File: config.mk
export PLATFORM = sky130hd
export DESIGN_NAME = can_multi_source_frame_deframer_flat
export DESIGN_NICKNAME = d
export VERILOG_FILES = /design/src/rtl/cmsfd_pkg.sv /design/src/rtl/cmsfd_in_if.sv /design/src/rtl/cmsfd_out_if.sv /design/src/rtl/cmsfd_chan.sv /design/src/rtl/can_multi_source_frame_deframer.sv /design/src/flat_wrapper.sv
export SDC_FILE = /design/constraint.sdc
export NUM_CORES = 1
export LEC_CHECK = 0
export BUFFER_PORTS_ARGS = -buffer_cell sky130_fd_sc_hd__buf_2
export CAP_MARGIN = 20
export CORE_AREA = 8 8 123 210
export DETAILED_ROUTE_END_ITERATION = 6
export DIE_AREA = 0 0 131 218
export GPL_ROUTABILITY_DRIVEN = 0
export MAX_ROUTING_LAYER = met4
export PLACE_DENSITY = 0.84
export SYNTH_ARGS = -nofsm -noshare
export SYNTH_HDL_FRONTEND = slang
export SYNTH_SLANG_ARGS = --single-unit
File: constraint.sdc
create_clock -name clk -period 8.91 [get_ports clk]
set_clock_uncertainty 0.05 [all_clocks]
set_input_delay 1.3365 -clock clk [delete_from_list [all_inputs] [get_ports clk]]
set_output_delay 1.3365 -clock clk [all_outputs]
set_load 0.05 [all_outputs]
File: src/rtl/cmsfd_pkg.sv
// ----------------------------------------------------------------------------
// cmsfd_pkg
// Shared types and constants for the multi-source CAN frame deframer.
// ----------------------------------------------------------------------------
package cmsfd_pkg;

  // Field widths fixed by the item format
  localparam int SID_W  = 11;
  localparam int BYTE_W = 8;
  localparam int CHAN_W = 2;
  localparam int IDX_W  = 8;
  localparam int WORD_W = 16;

  // CAN identifiers that select channels 0, 1 and 2
  localparam int NUM_FIXED_IDS = 3;
  localparam logic [SID_W-1:0] CHAN0_ID = 11'h090;
  localparam logic [SID_W-1:0] CHAN1_ID = 11'h108;
  localparam logic [SID_W-1:0] CHAN2_ID = 11'h7F8;

  // Sync and footer pattern bytes (a-b-a-b)
  localparam logic [BYTE_W-1:0] HDR_FIRST  = 8'h55;
  localparam logic [BYTE_W-1:0] HDR_SECOND = 8'hAA;
  localparam logic [BYTE_W-1:0] FTR_FIRST  = 8'h66;
  localparam logic [BYTE_W-1:0] FTR_SECOND = 8'hCC;

  // Bytes after the sync pattern that are not counted in the payload length
  localparam int FRAME_OVERHEAD = 8;

  // Progress through an a-b-a-b pattern
  typedef enum logic [1:0] {
    SYNC_IDLE = 2'd0,
    SYNC_A    = 2'd1,
    SYNC_AB   = 2'd2,
    SYNC_ABA  = 2'd3
  } sync_st_t;

  // Per-channel result for one item
  typedef struct packed {
    logic              stored;
    logic [IDX_W-1:0]  byte_index;
    logic              message_done;
    logic              message_ok;
    logic [WORD_W-1:0] message_id;
    logic [WORD_W-1:0] payload_length;
  } chan_res_t;

endpackage

File: src/rtl/cmsfd_in_if.sv
// ----------------------------------------------------------------------------
// cmsfd_in_if
// Input channel: one CAN payload byte with its frame identifier.
// ----------------------------------------------------------------------------
interface cmsfd_in_if
  import cmsfd_pkg::*;
();
  logic              valid;
  logic              ready;
  logic [SID_W-1:0]  source_id;
  logic [BYTE_W-1:0] data_byte;

  modport source (output valid, output source_id, output data_byte, input ready);
  modport sink   (input valid, input source_id, input data_byte, output ready);
endinterface

File: src/rtl/cmsfd_out_if.sv
// ----------------------------------------------------------------------------
// cmsfd_out_if
// Result channel: one deframer result item per byte of a known identifier.
// ----------------------------------------------------------------------------
interface cmsfd_out_if
  import cmsfd_pkg::*;
();
  logic              valid;
  logic              ready;
  logic [CHAN_W-1:0] channel;
  logic [BYTE_W-1:0] byte_out;
  logic              stored;
  logic [IDX_W-1:0]  byte_index;
  logic              message_done;
  logic              message_ok;
  logic [WORD_W-1:0] message_id;
  logic [WORD_W-1:0] payload_length;

  modport source (output valid, output channel, output byte_out, output stored,
                  output byte_index, output message_done, output message_ok,
                  output message_id, output payload_length, input ready);
  modport sink   (input valid, input channel, input byte_out, input stored,
                  input byte_index, input message_done, input message_ok,
                  input message_id, input payload_length, output ready);
endinterface

File: src/rtl/cmsfd_chan.sv
// ----------------------------------------------------------------------------
// cmsfd_chan
// State and per-byte update of one deframer channel: header hunt, byte
// collection with id/length capture, footer detection.
// ----------------------------------------------------------------------------
module cmsfd_chan
  import cmsfd_pkg::*;
#(
  parameter int MAX_MESSAGE_BYTES = 256
) (
  input  logic              clk,
  input  logic              rst_n,
  input  logic              en,
  input  logic [BYTE_W-1:0] data_byte,
  output chan_res_t         res
);

  // Count reaches at most MAX_MESSAGE_BYTES + 1 before collection aborts
  localparam int CNT_W = $clog2(MAX_MESSAGE_BYTES + 2);
  localparam int CMP_W = WORD_W + 1;

  typedef struct packed {
    logic     hit;
    sync_st_t st;
  } sync_step_t;

  // One step of an a-b-a-b pattern search
  function automatic sync_step_t sync_advance(sync_st_t s, logic [BYTE_W-1:0] b,
                                              logic [BYTE_W-1:0] first,
                                              logic [BYTE_W-1:0] second);
    sync_step_t r;
    r.hit = 1'b0;
    r.st  = SYNC_IDLE;
    if (b == first) begin
      if (s == SYNC_IDLE)    r.st = SYNC_A;
      else if (s == SYNC_AB) r.st = SYNC_ABA;
    end else if (b == second) begin
      if (s == SYNC_A)        r.st = SYNC_AB;
      else if (s == SYNC_ABA) r.hit = 1'b1;
    end
    return r;
  endfunction

  sync_st_t          hdr_st_r, hdr_st_nxt;
  sync_st_t          ftr_st_r, ftr_st_nxt;
  logic              coll_r, coll_nxt;
  logic [CNT_W-1:0]  cnt_r, cnt_nxt;
  logic [BYTE_W-1:0] len_lo_r, len_lo_nxt;
  logic [WORD_W-1:0] len_r, len_nxt;
  logic [WORD_W-1:0] id_r, id_nxt;

  sync_step_t        hdr_step, ftr_step;
  logic [CNT_W-1:0]  cnt_inc;
  logic [CMP_W-1:0]  len_limit;

  // Per-byte update: collection, then header search, then footer search
  always_comb begin
    hdr_st_nxt = hdr_st_r;
    ftr_st_nxt = ftr_st_r;
    coll_nxt   = coll_r;
    cnt_nxt    = cnt_r;
    len_lo_nxt = len_lo_r;
    len_nxt    = len_r;
    id_nxt     = id_r;
    res        = '0;
    cnt_inc    = cnt_r + CNT_W'(1);
    hdr_step   = sync_advance(hdr_st_r, data_byte, HDR_FIRST, HDR_SECOND);
    ftr_step   = sync_advance(ftr_st_r, data_byte, FTR_FIRST, FTR_SECOND);

    // collection
    if (coll_r) begin
      if (cnt_r < CNT_W'(MAX_MESSAGE_BYTES)) begin
        res.stored     = 1'b1;
        res.byte_index = IDX_W'(cnt_r);
        if (cnt_r == CNT_W'(0))      id_nxt = {id_r[WORD_W-1:BYTE_W], data_byte};
        else if (cnt_r == CNT_W'(1)) id_nxt = {data_byte, id_r[BYTE_W-1:0]};
        else if (cnt_r == CNT_W'(2)) len_lo_nxt = data_byte;
        else if (cnt_r == CNT_W'(3)) len_nxt = {data_byte, len_lo_r};
      end
      cnt_nxt = cnt_inc;
    end
    len_limit = CMP_W'(len_nxt) + CMP_W'(FRAME_OVERHEAD);
    if (coll_r && ((CMP_W'(cnt_inc) > len_limit) ||
                   (cnt_inc > CNT_W'(MAX_MESSAGE_BYTES)))) begin
      coll_nxt = 1'b0;
    end

    // header search
    hdr_st_nxt = hdr_step.st;
    if (hdr_step.hit) begin
      coll_nxt = 1'b1;
      cnt_nxt  = '0;
    end

    // footer search
    ftr_st_nxt = ftr_step.st;
    if (ftr_step.hit && coll_nxt) begin
      res.message_done = 1'b1;
      res.message_ok   = (CMP_W'(cnt_nxt) == len_limit);
      coll_nxt         = 1'b0;
    end

    res.message_id     = id_nxt;
    res.payload_length = len_nxt;
  end

  // Channel state
  always_ff @(posedge clk) begin
    if (!rst_n) begin
      hdr_st_r <= SYNC_IDLE;
      ftr_st_r <= SYNC_IDLE;
      coll_r   <= 1'b0;
      cnt_r    <= '0;
      len_lo_r <= '0;
      len_r    <= '0;
      id_r     <= '0;
    end else if (en) begin
      hdr_st_r <= hdr_st_nxt;
      ftr_st_r <= ftr_st_nxt;
      coll_r   <= coll_nxt;
      cnt_r    <= cnt_nxt;
      len_lo_r <= len_lo_nxt;
      len_r    <= len_nxt;
      id_r     <= id_nxt;
    end
  end

endmodule

File: src/rtl/can_multi_source_frame_deframer.sv
// ----------------------------------------------------------------------------
// can_multi_source_frame_deframer
// Per-identifier deframer for sync/footer delimited messages carried in CAN
// payload bytes.
// ----------------------------------------------------------------------------
// Takes one CAN payload byte per item and accepts a new item every clock
// cycle. An item passes an input register, then a single compute stage that
// reads and updates the selected channel's state and loads the result
// register; an item for a channel waits in that stage while the result
// register is full and not taken. Bytes whose identifier is not 0x090, 0x108
// or 0x7F8 (or whose channel is not below NUM_CHANNELS) are consumed and give
// no result. A byte that follows on the same channel in the next cycle sees
// the state its predecessor left. Throughput drops below one item per cycle
// only while the result channel stalls.
// ----------------------------------------------------------------------------
module can_multi_source_frame_deframer
  import cmsfd_pkg::*;
#(
  parameter int NUM_CHANNELS      = 3,
  parameter int MAX_MESSAGE_BYTES = 256
) (
  input  logic         clk,
  input  logic         rst_n,
  cmsfd_in_if.sink     in_ch,
  cmsfd_out_if.source  out_ch
);

  // Input register
  logic              s1_valid_r, s1_valid_nxt;
  logic [SID_W-1:0]  s1_sid_r;
  logic [BYTE_W-1:0] s1_byte_r;

  // Result register
  logic              out_valid_r, out_valid_nxt;
  logic [CHAN_W-1:0] out_chan_r;
  logic [BYTE_W-1:0] out_byte_r;
  chan_res_t         out_res_r;

  logic              in_fire;
  logic              out_free;
  logic              s1_fire;
  logic              s1_known;
  logic              s1_hit;
  logic [CHAN_W-1:0] s1_chan;
  logic              out_load;
  logic [NUM_CHANNELS-1:0] chan_en;
  chan_res_t         chan_res [NUM_CHANNELS];
  chan_res_t         sel_res;

  // Identifier decode
  always_comb begin
    s1_known = 1'b1;
    s1_chan  = '0;
    if (s1_sid_r == CHAN0_ID)      s1_chan = CHAN_W'(0);
    else if (s1_sid_r == CHAN1_ID) s1_chan = CHAN_W'(1);
    else if (s1_sid_r == CHAN2_ID) s1_chan = CHAN_W'(2);
    else                           s1_known = 1'b0;
    s1_hit = s1_known && (int'(s1_chan) < NUM_CHANNELS);
  end

  // Handshake: unknown identifiers drain without using the result register
  assign out_free    = !out_valid_r || out_ch.ready;
  assign s1_fire     = s1_valid_r && (!s1_hit || out_free);
  assign in_ch.ready = !s1_valid_r || s1_fire;
  assign in_fire     = in_ch.valid && in_ch.ready;
  assign out_load    = s1_fire && s1_hit;

  // Channel units
  for (genvar g = 0; g < NUM_CHANNELS; g++) begin : g_chan
    assign chan_en[g] = out_load && (int'(s1_chan) == g);

    cmsfd_chan #(
      .MAX_MESSAGE_BYTES(MAX_MESSAGE_BYTES)
    ) u_chan (
      .clk      (clk),
      .rst_n    (rst_n),
      .en       (chan_en[g]),
      .data_byte(s1_byte_r),
      .res      (chan_res[g])
    );
  end

  // Select the addressed channel's result
  always_comb begin
    sel_res = '0;
    for (int g = 0; g < NUM_CHANNELS; g++) begin
      if (int'(s1_chan) == g) sel_res = chan_res[g];
    end
  end

  // Valid flags
  always_comb begin
    s1_valid_nxt = s1_valid_r;
    if (in_fire)      s1_valid_nxt = 1'b1;
    else if (s1_fire) s1_valid_nxt = 1'b0;

    out_valid_nxt = out_valid_r;
    if (out_load)          out_valid_nxt = 1'b1;
    else if (out_ch.ready) out_valid_nxt = 1'b0;
  end

  always_ff @(posedge clk) begin
    if (!rst_n) begin
      s1_valid_r  <= 1'b0;
      out_valid_r <= 1'b0;
    end else begin
      s1_valid_r  <= s1_valid_nxt;
      out_valid_r <= out_valid_nxt;
    end
  end

  // Payload registers
  always_ff @(posedge clk) begin
    if (in_fire) begin
      s1_sid_r  <= in_ch.source_id;
      s1_byte_r <= in_ch.data_byte;
    end
    if (out_load) begin
      out_chan_r <= s1_chan;
      out_byte_r <= s1_byte_r;
      out_res_r  <= sel_res;
    end
  end

  // Result channel
  assign out_ch.valid          = out_valid_r;
  assign out_ch.channel        = out_chan_r;
  assign out_ch.byte_out       = out_byte_r;
  assign out_ch.stored         = out_res_r.stored;
  assign out_ch.byte_index     = out_res_r.byte_index;
  assign out_ch.message_done   = out_res_r.message_done;
  assign out_ch.message_ok     = out_res_r.message_ok;
  assign out_ch.message_id     = out_res_r.message_id;
  assign out_ch.payload_length = out_res_r.payload_length;

endmodule

File: src/flat_wrapper.sv
// flat-port wrapper written by rule: the top's interface ports become plain ports
module can_multi_source_frame_deframer_flat import cmsfd_pkg::*;
#(
  parameter int NUM_CHANNELS      = 3,
  parameter int MAX_MESSAGE_BYTES = 256
)
  (clk, rst_n, in_ch_valid, in_ch_source_id, in_ch_data_byte, in_ch_ready, out_ch_valid, out_ch_channel, out_ch_byte_out, out_ch_stored, out_ch_byte_index, out_ch_message_done, out_ch_message_ok, out_ch_message_id, out_ch_payload_length, out_ch_ready);
  cmsfd_in_if in_ch_i ();
  cmsfd_out_if out_ch_i ();
  input  logic clk;
  input  logic rst_n;
  input wire logic [$bits(in_ch_i.valid)-1:0] in_ch_valid;
  input wire logic [$bits(in_ch_i.source_id)-1:0] in_ch_source_id;
  input wire logic [$bits(in_ch_i.data_byte)-1:0] in_ch_data_byte;
  output wire logic [$bits(in_ch_i.ready)-1:0] in_ch_ready;
  output wire logic [$bits(out_ch_i.valid)-1:0] out_ch_valid;
  output wire logic [$bits(out_ch_i.channel)-1:0] out_ch_channel;
  output wire logic [$bits(out_ch_i.byte_out)-1:0] out_ch_byte_out;
  output wire logic [$bits(out_ch_i.stored)-1:0] out_ch_stored;
  output wire logic [$bits(out_ch_i.byte_index)-1:0] out_ch_byte_index;
  output wire logic [$bits(out_ch_i.message_done)-1:0] out_ch_message_done;
  output wire logic [$bits(out_ch_i.message_ok)-1:0] out_ch_message_ok;
  output wire logic [$bits(out_ch_i.message_id)-1:0] out_ch_message_id;
  output wire logic [$bits(out_ch_i.payload_length)-1:0] out_ch_payload_length;
  input wire logic [$bits(out_ch_i.ready)-1:0] out_ch_ready;
  assign in_ch_i.valid = in_ch_valid;
  assign in_ch_i.source_id = in_ch_source_id;
  assign in_ch_i.data_byte = in_ch_data_byte;
  assign in_ch_ready = in_ch_i.ready;
  assign out_ch_valid = out_ch_i.valid;
  assign out_ch_channel = out_ch_i.channel;
  assign out_ch_byte_out = out_ch_i.byte_out;
  assign out_ch_stored = out_ch_i.stored;
  assign out_ch_byte_index = out_ch_i.byte_index;
  assign out_ch_message_done = out_ch_i.message_done;
  assign out_ch_message_ok = out_ch_i.message_ok;
  assign out_ch_message_id = out_ch_i.message_id;
  assign out_ch_payload_length = out_ch_i.payload_length;
  assign out_ch_i.ready = out_ch_ready;
  can_multi_source_frame_deframer #(.NUM_CHANNELS(NUM_CHANNELS), .MAX_MESSAGE_BYTES(MAX_MESSAGE_BYTES)) u_core (.clk(clk), .rst_n(rst_n), .in_ch(in_ch_i), .out_ch(out_ch_i));
endmodule
==> impl_metrics.env, run 1 <==
export IMPL_status="completed"
export IMPL_ir_drop_v=0.000159
export IMPL_min_from="u_core.g_chan[1].u_chan.id_r[12]"
export IMPL_rsz0062_at_grt="no"
export IMPL_path_class="reg -> reg"
export IMPL_p_leak_nw=6.28
export IMPL_finalHoldViolations=0
export IMPL_dieWidth_um=131
export IMPL_synth_edf_count=72
export IMPL_antenna_found_initial=1
export IMPL_drt_iter0_markers=1871
export IMPL_slew_violations=0
export IMPL_synthToLayoutAreaGrowth_pct=8.65
export IMPL_synth_warnings=0
export IMPL_avgSynthCellArea_um2=8.44
export IMPL_rows=74
export IMPL_finalInstanceArea_um2=15900
export IMPL_clk_path_buf_depth=3
export IMPL_r2r_start="u_core.g_chan[1].u_chan.cnt_r[0]"
export IMPL_fin_nets=1802
export IMPL_synth_cell_types=78
export IMPL_postRouteAntennaNets=0
export IMPL_synthMostInstantiatedCell="nand2_1"
export IMPL_cp_slowest_cell="dfxtp_1"
export IMPL_core_area_um2=23100
export IMPL_first_global_vias=13400
export IMPL_cap_violations=0
export IMPL_layout_drive_gt1_share=0.107
export IMPL_crit_start="u_core.g_chan[1].u_chan.cnt_r[0]"
export IMPL_power_w=0.00222
export IMPL_synthAdderAreaFrac=0.0386
export IMPL_synth_cells=1728
export IMPL_p_per_area_nw_per_um2=140
export IMPL_required_ns=9.21
export IMPL_grt_max_degree=114
export IMPL_final_util=0.688
export IMPL_postCtsSetupBuffers=0
export IMPL_grt_pass1_wl_mm=73.6
export IMPL_fmax_mhz=176
export IMPL_synth_top_family_by_area="simple AND/OR/NAND/NOR gates"
export IMPL_remaining_drc_errors=0
export IMPL_io_buffers=77
export IMPL_fin_tns_setup_ns=0
export IMPL_cts_tree="built"
export IMPL_ioPinCount=78
export IMPL_ctsHoldBuffers=0
export IMPL_die_y_um=218
export IMPL_start_util=0.633
export IMPL_synth_compound_area_share=0.167
export IMPL_drt_first_pass_iters=6
export IMPL_arrival_ns=5.99
export IMPL_track_usage=0.346
export IMPL_finalNonFillerCells=2056
export IMPL_clock_root_buffer="clkbuf_16"
export IMPL_setup_viol=0
export IMPL_yosysTopAreaCell="dfxtp_1"
export IMPL_hpwlAfterDp_mm=32.3
export IMPL_critPathLaunchType="flip-flop"
export IMPL_h_tree_depth=1
export IMPL_synthTopCellsByArea="dfxtp_1, edfxtp_1, nand2_1"
export IMPL_period_needed_ns=5.69
export IMPL_crit_path_max_fanout=29
export IMPL_synth_main_ff_cell="dfxtp_1"
export IMPL_cts_buffers=23
export IMPL_placedInstanceArea_um2=15000
export IMPL_cts_sinks=236
export IMPL_vias_per_cell=6.76
export IMPL_synth_mux_area_frac=0.0876
export IMPL_period_share=0.638
export IMPL_vias=13900
export IMPL_ys_seq_area_frac=0.373
export IMPL_synth_xor_area_frac=0.0462
export IMPL_wl_per_cell_um=23.2
export IMPL_worst_slew_pin_slew_ns=1.14
export IMPL_grt_overflow=0
export IMPL_critPathTopFamily="compound AO/OA/AOI/OAI gates"
export IMPL_path_clk_slew_ns=0.07
export IMPL_wl_mm=47.8
export IMPL_cts_resized_gates=0
export IMPL_syn_nets=1796
export IMPL_crit_chain="inv_1 -> ha_1 -> or4b_1 -> nor3_4 -> buf_4 -> mux2i_1 -> inv_1 -> ha_1 -> nand3_1 -> xor2_1 -> mux2i_1 -> inv_1 -> ha_1 -> a21o_1 -> a21oi_1 -> nand2b_1 -> o21ai_0 -> o21ai_0 -> o21ai_0 -> nand4_1 -> o311ai_1"
export IMPL_netlist_area_um2=14600
export IMPL_netlist_top_cells_count="nand2_1, dfxtp_1, a21boi_0"
export IMPL_placedCellCount=2011
export IMPL_min_path_type="reg -> reg"
export IMPL_die_area_um2=28600
export IMPL_async_reset_ff_frac=0
export IMPL_critPathBufInv=4
export IMPL_crit_path_end_kind="flip-flop"
export IMPL_synth_simple_gate_area_frac=0.244
export IMPL_synth_top_area_frac=0.225
export IMPL_cp_slowest_stage_delay_ns=0.64
export IMPL_clock_latency_ns=0.55
export IMPL_max_slew_margin_rel=0.235
export IMPL_ys_ff_latch=236
[stage by stage]
stage               hold WS (ns)  setup slack, ns
finish                     0.415             3.22
global route               0.427             2.94
CTS                        0.415             3.41
detailed placement         0.406             3.57
global placement           0.398             3.84
floorplan                  0.374             4.13
[tightest hold or removal path, delay by kind of cell (launching register included)]
family / cells / cell delay, ns
AOI/OAI and AO/OA: 1 / 0.06
and+or+nand+nor: 1 / 0.05
DFF: 1 / 0.31
[final timing paths]
check                           slack (ns)                                to  cells past startpoint
worst max register to register        3.22          u_core.out_ch.message_ok                     21
worst min-delay path                  0.41  u_core.g_chan[1].u_chan.id_r[12]                      2
worst min register to register        0.41  u_core.g_chan[1].u_chan.id_r[12]                      2
worst max-delay path                  3.22          u_core.out_ch.message_ok                     21
[state kept, by name, summed over array words and instances, names as in the netlist, 2 cells and up]
name and flops:
u_core.g_chan.u_chan.hdr_st_r 6, u_core.s1_byte_r 8, u_core.g_chan.u_chan.ftr_st_r 6, u_core.s1_sid_r 11, u_core.out_ch.message_id 16, u_core.g_chan.u_chan.len_r 48, u_core.g_chan.u_chan.cnt_r 27, u_core.g_chan.u_chan.id_r 48
u_core.out_ch.payload_length 16, u_core.out_ch.byte_index 8, u_core.out_ch.channel 2, u_core.g_chan.u_chan.len_lo_r 24, u_core.out_ch.byte_out 8, u_core.g_chan.u_chan.coll_r 3
[where the power goes]
group / switching (W) / total [W] / internal, W
sequential: 0.00000365 / 0.00111 / 0.00111
clock: 0.000448 / 0.00103 / 0.000579
combinational: 0.0000614 / 0.0000836 / 0.0000222
total: 0.000513 / 0.00222 / 0.00171
[cell families after synthesis]
family,after synthesis
buffers and inverters,156
AOI/OAI and AO/OA,361
xor gates and xnor gates,77
and+or+nand+nor,730
DFF,236
muxes,123
adders and majority gates,45
[cells in the final DEF, fill, tap and decap left out, types with 7 or more instances in the layout]
cell | netlist | routed
buf_4 | 1 | 21
nor3_1 | 37 | 37
a21oi_1 | 64 | 64
mux2i_1 | 86 | 86
clkbuf_16 | 0 | 26
a31oi_1 | 9 | 9
nand4_1 | 38 | 38
dfxtp_1 | 164 | 164
o211a_1 | 19 | 19
o21a_1 | 14 | 14
nand3_1 | 80 | 80
and2_1 | 13 | 13
a22oi_1 | 8 | 8
nor4_1 | 14 | 14
o22ai_1 | 18 | 18
xnor2_1 | 39 | 39
nor4b_1 | 11 | 10
xor2_1 | 38 | 38
nand2_1 | 318 | 318
mux2_2 | 37 | 37
nor2b_1 | 33 | 33
nor2_1 | 87 | 86
nand2b_1 | 9 | 9
edfxtp_1 | 72 | 72
nand3b_1 | 8 | 8
or3_1 | 16 | 16
nand4b_1 | 7 | 7
o21ai_0 | 71 | 71
ha_1 | 45 | 45
buf_2 | 19 | 76
inv_1 | 37 | 37
a21boi_0 | 103 | 103
and3_1 | 23 | 23
[layout make-up]
type / instances / area (um^2)
Antenna cell: 1 / 2.50
Clock buffer: 31 / 689
Clock inverter: 11 / 98.8
Fill cell: 1769 / 7200
Inverter: 38 / 143
Multi-Input combinational cell: 1336 / 8530
Sequential cell: 236 / 5450
Tap cell: 304 / 380
Timing Repair Buffer: 99 / 561
[layer usage]
metal	GRT usage	vias up	wire length, um
met1	0.360	6568	16300
li1	-	6198	-
met5	-	-	0
met3	0.0918	303	4550
met4	0.240	0	3610
met2	0.556	825	23300
No activity file was read; power rests on OpenSTA's default activity.
==> inputs of run 2 (changes only) <==
- CORE_AREA: 8 8 123 210 -> 8 8 132 225
- DIE_AREA: 0 0 131 218 -> 0 0 140 233
- PLACE_DENSITY: 0.84 -> 0.77
- clock period: 8.91 -> 5.1 ns (I/O delays scaled with it)
==> impl_metrics.env, run 2 (synthesis gave the netlist of run 1 again) <==
export IMPL_rows=79
export IMPL_finalHoldViolations=0
export IMPL_postRouteAntennaNets=0
export IMPL_period_needed_ns=4.70
export IMPL_largest_registers="u_core.g_chan.u_chan.id_r x48, u_core.g_chan.u_chan.len_r x48, u_core.g_chan.u_chan.cnt_r x27"
export IMPL_drt_first_pass_iters=7
export IMPL_fmax_mhz=213
export IMPL_critPathBufInv=3
export IMPL_rsz0062_at_grt="no"
export IMPL_arrival_ns=5.01
export IMPL_cts_tree="built"
export IMPL_clock_root_buffer="clkbuf_16"
export IMPL_first_global_vias=13400
export IMPL_cp_slowest_cell="or4b_1"
export IMPL_clk_path_buf_depth=3
export IMPL_worst_slew_pin_slew_ns=0.947
export IMPL_wl_per_cell_um=22.4
export IMPL_core_area_um2=26500
export IMPL_grt_overflow=0
export IMPL_period_share=0.921
export IMPL_fin_tns_setup_ns=0
export IMPL_regArea_um2=5450
export IMPL_nFillCells=2325
export IMPL_die_y_um=233
export IMPL_vias_per_cell=6.50
export IMPL_grt_pass1_wl_mm=72.7
export IMPL_ioPinCount=78
export IMPL_path_clk_slew_ns=0.07
export IMPL_h_tree_depth=1
export IMPL_grt_max_degree=78
export IMPL_wl_mm=47.0
export IMPL_ir_drop_v=0.000241
export IMPL_antenna_found_initial=0
export IMPL_critPathTopFamily="simple AND/OR/NAND/NOR gates"
export IMPL_p_leak_nw=6.40
export IMPL_crit_chain="inv_1 -> ha_1 -> or4b_1 -> nor3_4 -> mux2i_1 -> inv_1 -> ha_1 -> nand3_1 -> xor2_1 -> mux2i_1 -> inv_1 -> ha_1 -> a21o_1 -> a21oi_1 -> nand2b_1 -> o21ai_1 -> o21ai_0 -> o21ai_0 -> nand4_1 -> o311ai_1"
export IMPL_crit_path_max_fanout=11
export IMPL_status="finished, violations left"
export IMPL_crit_path_end_kind="flip-flop"
export IMPL_cap_violations=0
export IMPL_max_slew_margin_rel=0.366
export IMPL_start_util=0.551
export IMPL_drt_iter0_markers=1403
export IMPL_violations="DRC"
export IMPL_min_path_type="in -> reg"
export IMPL_final_cell_mix="nand2_1, dfxtp_1, a21boi_0"
export IMPL_die_area_um2=32600
export IMPL_remaining_drc_errors=2
export IMPL_fin_nets=1830
export IMPL_track_usage=0.291
export IMPL_setup_viol=0
export IMPL_dieWidth_um=140
export IMPL_cp_slowest_stage_delay_ns=0.60
export IMPL_slew_violations=0
export IMPL_ctsHoldBuffers=0
export IMPL_final_common_cell="nand2_1"
export IMPL_whs_ns=0.363
export IMPL_hpwlAfterDp_mm=33.3
export IMPL_synthToLayoutAreaGrowth_pct=9.93
export IMPL_insertedDiodeCount=0
export IMPL_required_ns=5.41
export IMPL_cts_sinks=236
export IMPL_multi_input_area_um2=8540
export IMPL_critPathLaunchType="flip-flop"
export IMPL_clock_latency_ns=0.55
export IMPL_layout_drive_gt1_share=0.119
export IMPL_vias=13700
export IMPL_cts_buffers=23
export IMPL_path_class="reg -> reg"
export IMPL_io_buffers=77
export IMPL_p_per_area_nw_per_um2=237
## run 2: cell count changes in the layout (fill, tap and decap cells not counted), moves of 3 or more
cell / delta
buf_4: +29
clkbuf_8: +4
clkinv_1: +4
clkbuf_1: +3
clkbuf_16: -3
clkinv_2: -3
## run 2: layout make-up
cell class / instances / area share
multi-input cells: 1336 / 0.532
flip-flops and latches: 236 / 0.340
repair buffers: 127 / 0.0476
clock buffers: 35 / 0.0424
well taps: 324 / 0.0253
inverters: 38 / 0.00889
clock inverters: 7 / 0.00390
## run 2: what timing repair did
action | in CTS | in global routing
gates resized for setup | 0 | 5
buffers inserted | 0 | 1
setup endpoints to repair | 0 | 2
## run 2: layer usage
layer	routed length, um	share of wire	track usage	up-vias
li1	-	-	-	6239
met3	3140	0.067	0.0367	260
met5	0	0	-	-
met1	16600	0.35	0.295	6434
met4	4000	0.085	0.231	0
met2	23300	0.50	0.503	728
## run 2: where the power goes
part	total, W	switching (W)	internal (W)	leakage [nW]
clock network	0.00172	0.000745	0.000972	0.363
logic	0.000139	0.0000998	0.0000387	3.93
registers	0.00195	0.00000820	0.00194	2.10
total	0.00380	0.000853	0.00295	6.40
## run 2: final timing paths
kind,start,end,slack (ns),cells after the start
setup / recovery,u_core.g_chan[1].u_chan.cnt_r[1],u_core.out_ch.message_ok,0.40,20
hold / removal,in_ch_data_byte[3],u_core.s1_byte_r[3],0.36,1
hold reg to reg,u_core.g_chan[1].u_chan.len_lo_r[1],u_core.g_chan[1].u_chan.len_lo_r[1],0.41,2
setup reg to reg,u_core.g_chan[1].u_chan.cnt_r[1],u_core.out_ch.message_ok,0.40,20
## run 2: worst register-to-register path, delay by kind of cell, from the launching register on
| family | cells | cell delay, ns |
|---|---|---|
| muxes | 2 | 0.50 |
| AOI/OAI and AO/OA | 6 | 0.96 |
| adders and majority gates | 3 | 0.84 |
| and+or+nand+nor | 5 | 1.30 |
| DFF | 1 | 0.48 |
| xor gates and xnor gates | 1 | 0.07 |
| buffers and inverters | 3 | 0.34 |
## run 2: metrics by stage
step	instances	setup WS [ns]	utilization	instance area (um^2)	power (W)
after floorplan	1728	0.318	-	14600	0.00207
after global placement	2058	0.492	0.576	15300	0.00212
after detailed placement	2059	0.255	0.576	15300	0.00212
after CTS	2101	0.266	0.604	16000	0.00381
after global routing	2103	0.0678	0.605	16000	0.00389
final	2103	0.403	0.605	16000	0.00380
